**src/hw/rtl/piecewise_linear_interpolator_unit_macros.svh**
```systemverilog
// Assertion helpers for the interpolator; define NO_ASSERTIONS to drop them.
`ifndef PIECEWISE_LINEAR_INTERPOLATOR_UNIT_MACROS_SVH
`define PIECEWISE_LINEAR_INTERPOLATOR_UNIT_MACROS_SVH

`ifndef NO_ASSERTIONS

// Same-cycle implication
`define PLI_ASSERT_IMPL(name, clk, rst_n, ante, cons) \
    name: assert property (@(posedge clk) disable iff (!rst_n) (ante) |-> (cons)) \
        else $error("interpolator assertion failed");

// Next-cycle implication
`define PLI_ASSERT_NEXT(name, clk, rst_n, ante, cons) \
    name: assert property (@(posedge clk) disable iff (!rst_n) (ante) |=> (cons)) \
        else $error("interpolator assertion failed");

// Invariant
`define PLI_ASSERT_ALWAYS(name, clk, rst_n, cond) \
    name: assert property (@(posedge clk) disable iff (!rst_n) (cond)) \
        else $error("interpolator assertion failed");

`else

`define PLI_ASSERT_IMPL(name, clk, rst_n, ante, cons)
`define PLI_ASSERT_NEXT(name, clk, rst_n, ante, cons)
`define PLI_ASSERT_ALWAYS(name, clk, rst_n, cond)

`endif

`endif

```
**src/hw/rtl/pli_pkg.sv**
```systemverilog
package pli_pkg;

    // Table geometry and value format
    localparam int MAX_POINTS  = 64;
    localparam int VALUE_WIDTH = 32;
    localparam int IDX_W       = $clog2(MAX_POINTS);
    localparam int CNT_W       = $clog2(MAX_POINTS + 1);

    // Configuration port
    localparam int APB_AW = 3;
    localparam int APB_DW = 32;

    typedef enum logic [APB_AW-3:0] {
        REG_POINT_COUNT = 1'b0
    } t_reg_idx;

    typedef enum logic {
        OP_LOAD   = 1'b0,
        OP_SAMPLE = 1'b1
    } t_op;

    // Sample sequencer
    typedef enum logic [3:0] {
        S_IDLE,
        S_RD0,
        S_RDL,
        S_CHK,
        S_SRCH,
        S_SCMP,
        S_DIFF,
        S_MUL,
        S_DIVGO,
        S_DIV,
        S_SUM,
        S_DONE
    } t_state;

    typedef struct packed {
        logic busy;
        logic done;
    } t_div_status;

    // Magnitude of a signed difference; -2^VALUE_WIDTH still fits unsigned
    function automatic logic [VALUE_WIDTH:0] pli_mag(input logic [VALUE_WIDTH:0] v);
        logic [VALUE_WIDTH:0] r;
        r = v[VALUE_WIDTH] ? (~v + 1'b1) : v;
        return r;
    endfunction

endpackage

```
**src/hw/rtl/pli_div_unit.sv**
```systemverilog
module pli_div_unit (
    input  logic                              i_clk,
    input  logic                              i_rst_n,
    input  logic                              i_start,
    input  logic [2*pli_pkg::VALUE_WIDTH+1:0] i_dividend,
    input  logic [pli_pkg::VALUE_WIDTH:0]     i_divisor,
    output pli_pkg::t_div_status              o_status,
    output logic [pli_pkg::VALUE_WIDTH:0]     o_quotient
);

    localparam int VW = pli_pkg::VALUE_WIDTH;
    localparam int CW = $clog2(VW + 1);

    logic          r_busy, n_busy;
    logic [CW-1:0] r_cnt, n_cnt;
    logic [VW:0]   r_rem, n_rem;
    logic [VW-1:0] r_low, n_low;
    logic [VW:0]   r_den, n_den;
    logic          r_sat, n_sat;

    logic          ovf;
    logic [VW+1:0] trial;
    logic [VW+1:0] diff;
    logic          ge;

    // quotient of 2^VW or more saturates: high half already >= divisor
    assign ovf   = i_dividend[2*VW+1:VW] >= {1'b0, i_divisor};

    // one restoring step a cycle; quotient bits shift into the low word
    assign trial = {r_rem, r_low[VW-1]};
    assign diff  = trial - {1'b0, r_den};
    assign ge    = trial >= {1'b0, r_den};

    always_comb begin
        n_busy = r_busy;
        n_cnt  = r_cnt;
        n_rem  = r_rem;
        n_low  = r_low;
        n_den  = r_den;
        n_sat  = r_sat;
        priority if (i_start) begin
            n_busy = 1'b1;
            n_cnt  = ovf ? CW'(1) : CW'(VW);
            n_rem  = i_dividend[2*VW:VW];
            n_low  = i_dividend[VW-1:0];
            n_den  = i_divisor;
            n_sat  = ovf;
        end else if (r_busy) begin
            n_rem  = ge ? diff[VW:0] : trial[VW:0];
            n_low  = {r_low[VW-2:0], ge};
            n_cnt  = r_cnt - 1'b1;
            n_busy = (r_cnt != CW'(1));
        end else begin
            // idle: everything holds
        end
    end

    always_ff @(posedge i_clk) begin
        if (!i_rst_n) begin
            r_busy <= 1'b0;
            r_cnt  <= '0;
        end else begin
            r_busy <= n_busy;
            r_cnt  <= n_cnt;
        end
    end

    always_ff @(posedge i_clk) begin
        r_rem <= n_rem;
        r_low <= n_low;
        r_den <= n_den;
        r_sat <= n_sat;
    end

    assign o_status.busy = r_busy;
    assign o_status.done = r_busy && (r_cnt == CW'(1));
    assign o_quotient    = r_sat ? {1'b1, {VW{1'b0}}} : {1'b0, r_low};

endmodule

```
**config.mk**
```make
export PLATFORM = sky130hd
export DESIGN_NAME = pli_div_unit
export DESIGN_NICKNAME = d
export VERILOG_FILES = /design/src/hw/rtl/piecewise_linear_interpolator_unit_macros.svh /design/src/hw/rtl/pli_pkg.sv /design/src/hw/rtl/pli_div_unit.sv
export SDC_FILE = /design/constraint.sdc
export NUM_CORES = 1
export LEC_CHECK = 0
export BUFFER_PORTS_ARGS = -buffer_cell sky130_fd_sc_hd__buf_2
export CAP_MARGIN = 20
export CORE_ASPECT_RATIO = 0.6
export CORE_MARGIN = 5
export CORE_UTILIZATION = 40
export CTS_BUF_LIST = sky130_fd_sc_hd__clkbuf_4
export CTS_CLUSTER_SIZE = 24
export DETAILED_ROUTE_END_ITERATION = 12
export SYNTH_ARGS = -nofsm -noshare
export SYNTH_HDL_FRONTEND = slang
export SYNTH_SLANG_ARGS = --single-unit
```
**constraint.sdc**
```tcl
create_clock -name i_clk -period 3.85 [get_ports i_clk]
set_clock_uncertainty 0.15 [all_clocks]
set_input_delay 0.385 -clock i_clk [delete_from_list [all_inputs] [get_ports i_clk]]
set_output_delay 0.385 -clock i_clk [all_outputs]
set_load 0.005 [all_outputs]
```
==> flow_summary_export.csv, run 1 <==
group,metric,value,unit
power,p_sw_frac,0.3909,
detailed_routing,wl,19.82,mm
logic_synthesis,synth_ff_type,"edfxtp_1",
layout,diodes,0,
global_route,grt_max_degree,51,
setup_path,reg2reg_depth,13,
clock_network,clkTransAtPathRegs,0.18,ns
clock_network,postCtsHoldBufs,53,
floorplan,io_pins,137,
worst_hold_path,min_from,"i_dividend[27]",
detailed_routing,drtAntennaViolNets,0,
global_route,gr-total-overflow,0,
detailed_routing,dr.first_iter.drc_count,393,
detailed_routing,post_drt_wl_per_cell,16.88,um
layout,final_core_util,0.5012,
clock_network,cts-resized-gates,0,
global_route,antenna_found_initial,0,
logic_synthesis,ys_seq_elements,106,
global_route,grtUsageTotal,0.1826,
setup_path,worstPathRequired,3.98,ns
clock_network,clock_sinks,106,
setup_path,r2r_slack,0.41,ns
detailed_routing,dr.pass1.iters,5,
setup_path,arrival,3.57,ns
timing,hold_slack,0.04752,ns
setup_path,cp_max_fo,36,
floorplan,initial_core_util,0.4103,
placed_design,placed_area,0.008392,mm2
logic_synthesis,synth_edf_count,99,
logic_synthesis,synth.cell_area,0.007471,mm2
timing,setup_viol,0,
layout,fin_area,0.009128,mm2
timing,max_freq,290.5,MHz
clock_network,htree_levels,3,
worst_hold_path,hold_class,"input pin to flip-flop",
floorplan,core,0.01821,mm2
power,powerDensity,455.7,mW/mm2
logic_synthesis,syn_nets,917,
floorplan,dieArea,0.02160,mm2
floorplan,die_height,115.9,um
clock_network,clockBufferDepth,2,
power,power_frac_seq,0.385,
power,pwr-share-comb,0.468,
clock_network,insertion_delay,0.49,ns
worst_hold_path,hold_path_depth,2,
run,cap_violations,0,
floorplan,core.rowCount,38,
detailed_routing,avgViaCountPerCell,5.267,
timing,min_period,3.442,ns
placed_design,port_buffers,136,
timing,rsz0062_at_grt,"no",
global_route,grt_pass1_wl,32.00,mm
timing,fin_crit_sh,0.8941,
timing,slew_headroom,0.4725,
power,intPower,0.002533,W
timing,hold_violations,0,
logic_synthesis,netlist_instances,746,
logic_synthesis,syn_area_per_cell,10.01,um2
logic_synthesis,synthArstFlopShare,0,
clock_network,cts-root-buf,"clkbuf_4",
placed_design,dp_hpwl,14.74,mm
timing,tns,0,ns
layout,areaGrowthSynthToFinish,22.17,%
status,status,"completed",
setup_path,endpoint_kind,"flip-flop",
clock_network,cts_setup_buffers,0,
setup_path,timing.rr.end,"r_rem[11]",
power,clockPowerShare,0.147,
clock_network,cts_tree,"built",
setup_path,r2r-start,"r_low[31]",
worst_hold_path,hold_end,"r_low[27]",
layout,final_nets,1100,
layout,layout.cells.non_filler,1174,
placed_design,gp_congestion,0.8534,
power,ir_worst_vdd,0.2167,mV
timing,final_max_slew_viol_count,0,
floorplan,die_width,186.4,um
global_route,grt_pass1_vias,6059,
layout,final_layout_size_suffix_gt1_frac,0.2248,
detailed_routing,vias,6184,
placed_design,post-place-cells,1099,
setup_path,crit_type,"flip-flop to flip-flop",
power,power_switching,0.001626,W
detailed_routing,drt_drc_violations_left,0,
timing,worst_slew_pin_slew,0.7884,ns
clock_network,numCtsBuffers,9,
logic_synthesis,synth_cell_types,68,
logic_synthesis,seq_area_frac_synth,0.4167,
setup_path,crit_path_start_kind,"flip-flop",
power,p_leak,4.062,nW
logic_synthesis,yosysWarnings,0,
## cell usage after synthesis (4+ instances only)
cell type  number  share of area
a211o_1         4         0.0047
a211oi_1        7         0.0070
a21o_1         19          0.019
a21oi_1        39          0.026
a31oi_1        11         0.0092
and2_1          6         0.0050
and3_1          8         0.0067
buf_1           7         0.0035
buf_2           6         0.0040
clkbuf_1       12         0.0060
dfxtp_1         7          0.019
edfxtp_1       99           0.40
ha_1           68           0.11
inv_1          82          0.041
mux2_2         32          0.048
mux2i_1         6         0.0080
nand2_1        55          0.028
nand2b_1        6         0.0050
nand3_1        21          0.014
nand4_1        12          0.010
nor2_1         41          0.021
nor2b_1        35          0.029
nor3_1          8         0.0054
nor4_1          4         0.0033
o21a_1          5         0.0050
o21ai_0        33          0.022
o311ai_0       10          0.012
o311ai_1        6         0.0070
o31ai_1         5         0.0050
xnor2_1        21          0.025
xor2_1         10          0.012
## registers in the layout (all words and copies together) (netlist names)
register and flops:
r_busy 1, r_cnt 6, r_den 33, r_low 32, r_rem 33, r_sat 1
## stage by stage
step / power (W) / setup WS [ns]
after floorplan: 0.003001 / 0.7008
after global placement: 0.003474 / 0.6188
after detailed placement: 0.003483 / 0.4854
after CTS: 0.004156 / 0.4394
after global routing: 0.004474 / 0.1541
final: 0.004159 / 0.4079
## placed cells by master, fill, tap and decap left out, types with 12 or more instances in the layout
master         netlist  final
buf_2                6    135
edfxtp_1            99     99
inv_1               82     82
ha_1                68     68
dlygate4sd3_1        0     59
nand2_1             55     54
nor2_1              41     41
a21oi_1             39     39
nor2b_1             35     35
o21ai_0             33     33
mux2_2              32     32
nand3_1             21     21
xnor2_1             21     21
a21o_1              19     19
nand4_1             12     12
## final cells by class
type	instances	area, um2
inverters	82	307.8
well taps	240	300.3
clock inverters	7	77.57
flip-flops and latches	106	3113
fillers	1710	9082
clock buffers	9	67.56
repair buffers	202	1359
multi-input cells	528	3902
## power by group through the flow
stage          Clock [W]  Combinational [W]  Sequential (W)
4_1_cts         0.000638            0.00192         0.00160
2_1_floorplan          0            0.00141         0.00159
3_3_place_gp           0            0.00184         0.00163
3_5_place_dp           0            0.00186         0.00162
6_report        0.000613            0.00195         0.00160
5_1_grt         0.000686            0.00216         0.00162
## per-layer routing
metal	global-route usage	part of all wire	up-vias
met5	0	0	-
met4	0.03226	0.0095	0
met3	0.05298	0.070	16
met2	0.2433	0.38	181
met1	0.2902	0.54	2905
li1	-	-	3082
## critical path, cell delays in order, from the launching register on
cell      delay [ns]
edfxtp_1        0.42
inv_1           0.09
ha_1            0.16
inv_1           0.05
fa_1            0.43
a211oi_1        0.30
o21ai_2         0.13
nand3_2         0.12
a21oi_2         0.11
nor3_4          0.29
o31a_4          0.46
buf_4           0.29
nand3_1         0.10
o311ai_0        0.13
## worst max-delay path by stage
stage	startpoint	endpoint	depth (start not counted)
floorplan	i_start	r_low[0]	5
global placement	r_low[31]	r_rem[14]	12
detailed placement	r_low[31]	r_rem[16]	12
CTS	r_low[31]	r_rem[14]	13
global route	r_low[31]	r_rem[13]	13
finish	r_low[31]	r_rem[11]	13
## cell families after synthesis
group / Yosys count / share of synthesized area
flip-flops: 106 / 0.4167
AND/OR/NAND/NOR: 216 / 0.1496
adder cells (fa/ha/maj): 69 / 0.1166
AO/OA/AOI/OAI: 174 / 0.1633
multiplexers: 38 / 0.05627
buffers and inverters: 112 / 0.06130
XOR/XNOR: 31 / 0.03634
No activity file was read; power rests on OpenSTA's default activity.
==> inputs of run 2 (changes only) <==
- CTS_BUF_LIST: sky130_fd_sc_hd__clkbuf_4 -> sky130_fd_sc_hd__clkbuf_2
==> flow_summary_export.csv, run 2 (same netlist as run 1, synthesis figures left out) <==
group,metric,value,unit
timing,fin_crit_sh,0.8993,
power,clockPowerShare,0.137,
setup_path,cpMaxStageDelayCell,"edfxtp_1",
detailed_routing,drtAntennaViolNets,0,
layout,final_cell_mix,"buf_2, dlygate4sd3_1, edfxtp_1",
timing,setup_ws,0.3878,ns
power,power_frac_seq,0.386,
detailed_routing,vias,6343,
detailed_routing,dr.first_iter.drc_count,402,
detailed_routing,wl,20.28,mm
placed_design,place_ws,0.4854,ns
layout,areaGrowthSynthToFinish,27.37,%
detailed_routing,avgViaCountPerCell,5.221,
layout,final_layout_size_suffix_gt1_frac,0.2154,
floorplan,dieArea,0.02160,mm2
global_route,antenna_found_initial,0,
run,cap_violations,0,
setup_path,endpoint_kind,"flip-flop",
setup_path,crit_type,"flip-flop to flip-flop",
setup_path,critPathMostFrequentCell,"inv_1",
detailed_routing,post_drt_wl_per_cell,16.69,um
clock_network,htree_levels,3,
timing,tns,0,ns
timing,setup_viol,0,
worst_hold_path,hold_class,"input pin to flip-flop",
setup_path,path_buf_inv,3,
global_route,grt_pass1_wl,32.86,mm
placed_design,port_buffers,136,
timing,slew_headroom,0.4708,
clock_network,cts-resized-gates,0,
layout,final_nets,1141,
setup_path,cp_max_fo,36,
floorplan,io_pins,137,
timing,max_freq,288.8,MHz
floorplan,core.rowCount,38,
clock_network,insertion_delay,0.64,ns
timing,rsz0062_at_grt,"no",
clock_network,numCtsBuffers,9,
power,intPower,0.002513,W
placed_design,gp_congestion,0.8534,
layout,final_common_cell,"buf_2",
power,power_switching,0.001634,W
clock_network,cts-root-buf,"clkbuf_2",
setup_path,cp_top_family,"compound AO/OA/AOI/OAI gates",
power,powerDensity,435.8,mW/mm2
placed_design,dp_hpwl,14.74,mm
power,ir_worst_vdd,0.2194,mV
floorplan,die_width,186.4,um
clock_network,cts_tree,"built",
setup_path,crit_path_max_incr_delay,0.46,ns
clock_network,clkTransAtPathRegs,0.32,ns
floorplan,core,0.01821,mm2
setup_path,crit_chain,"inv_1, ha_1, inv_1, fa_1, a211oi_1, o21ai_2, nand3_2, a21oi_2, nor3_4, o31a_4, buf_4, nor3_1, a221oi_2",
floorplan,die_height,115.9,um
global_route,grtUsageTotal,0.1873,
setup_path,crit_path_start_kind,"flip-flop",
global_route,grt_max_degree,51,
floorplan,initial_core_util,0.4103,
setup_path,arrival,3.77,ns
detailed_routing,dr.pass1.iters,4,
power,p_sw_frac,0.3941,
clock_network,clock_sinks,106,
timing,worst_slew_pin_slew,0.7910,ns
timing,hold_violations,0,
global_route,gr-total-overflow,0,
clock_network,clockBufferDepth,2,
timing,final_max_slew_viol_count,0,
setup_path,worstPathRequired,4.16,ns
timing,min_period,3.462,ns
detailed_routing,drt_drc_violations_left,0,
layout,top_regs,"r_den x33, r_rem x33, r_low x32",
global_route,grt_pass1_vias,6230,
power,pwr-share-comb,0.477,
layout,diodes,0,
status,status,"completed",
power,p_leak,4.229,nW
run 2: layer usage:
metal / global-route usage / vias to the layer above / share of wire
li1: - / 3171 / -
met1: 0.2957 / 3008 / 0.54
met2: 0.2572 / 148 / 0.39
met3: 0.04907 / 16 / 0.053
met4: 0.03177 / 0 / 0.0092
met5: 0 / - / 0
run 2: worst paths after layout:
kind	startpoint	end	slack (ns)	cells past startpoint
setup / recovery	r_low[31]	r_rem[13]	0.39	13
setup reg to reg	r_low[31]	r_rem[13]	0.39	13
hold reg to reg	r_cnt[1]	r_cnt[1]	0.39	2
hold / removal	i_dividend[65]	r_cnt[5]	0.22	6
run 2: area by class of cell:
cell class                      instances  area (um2)
Fill cell                            1654        8695
Multi-Input combinational cell        528        3902
Clock buffer                            9       45.04
Tap cell                              240       300.3
Inverter                               82       307.8
Clock inverter                          7       77.57
Sequential cell                       106        3113
Timing Repair Buffer                  243        1769
run 2: power groups by stage:
| stage | combinational, W | sequential [W] | clock [W] |
|---|---|---|---|
| global route | 0.00220 | 0.00162 | 0.000642 |
| floorplan | 0.00141 | 0.00159 | 0 |
| finish | 0.00198 | 0.00160 | 0.000566 |
| global placement | 0.00184 | 0.00163 | 0 |
| detailed placement | 0.00186 | 0.00162 | 0 |
| CTS | 0.00196 | 0.00160 | 0.000591 |
run 2: per-stage QoR:
step / cells / utilization / instance area, um2 / power [W] / hold slack, ns
after CTS: 1214 / 0.5220 / 9505 / 0.004144 / 0.03737
after floorplan: 746 / - / 7471 / 0.003001 / 0.3338
after global placement: 1098 / 0.4593 / 8364 / 0.003474 / 0.3506
after detailed placement: 1099 / 0.4608 / 8392 / 0.003483 / 0.3625
after global routing: 1215 / 0.5225 / 9515 / 0.004464 / 0.2026
final: 1215 / 0.5225 / 9515 / 0.004147 / 0.2240
run 2: what timing repair did:
action                    in CTS  in global routing
hold buffers                  99                  1
buffers inserted               0                  0
hold endpoints to repair     105                  1
run 2: worst reg2reg max path, stage by stage (launching register included):
cell and delay, ns:
edfxtp_1 0.46, inv_1 0.09, ha_1 0.16, inv_1 0.05, fa_1 0.43, a211oi_1 0.30
o21ai_2 0.13, nand3_2 0.12, a21oi_2 0.11, nor3_4 0.28, o31a_4 0.45, buf_4 0.30
nor3_1 0.08, a221oi_2 0.18
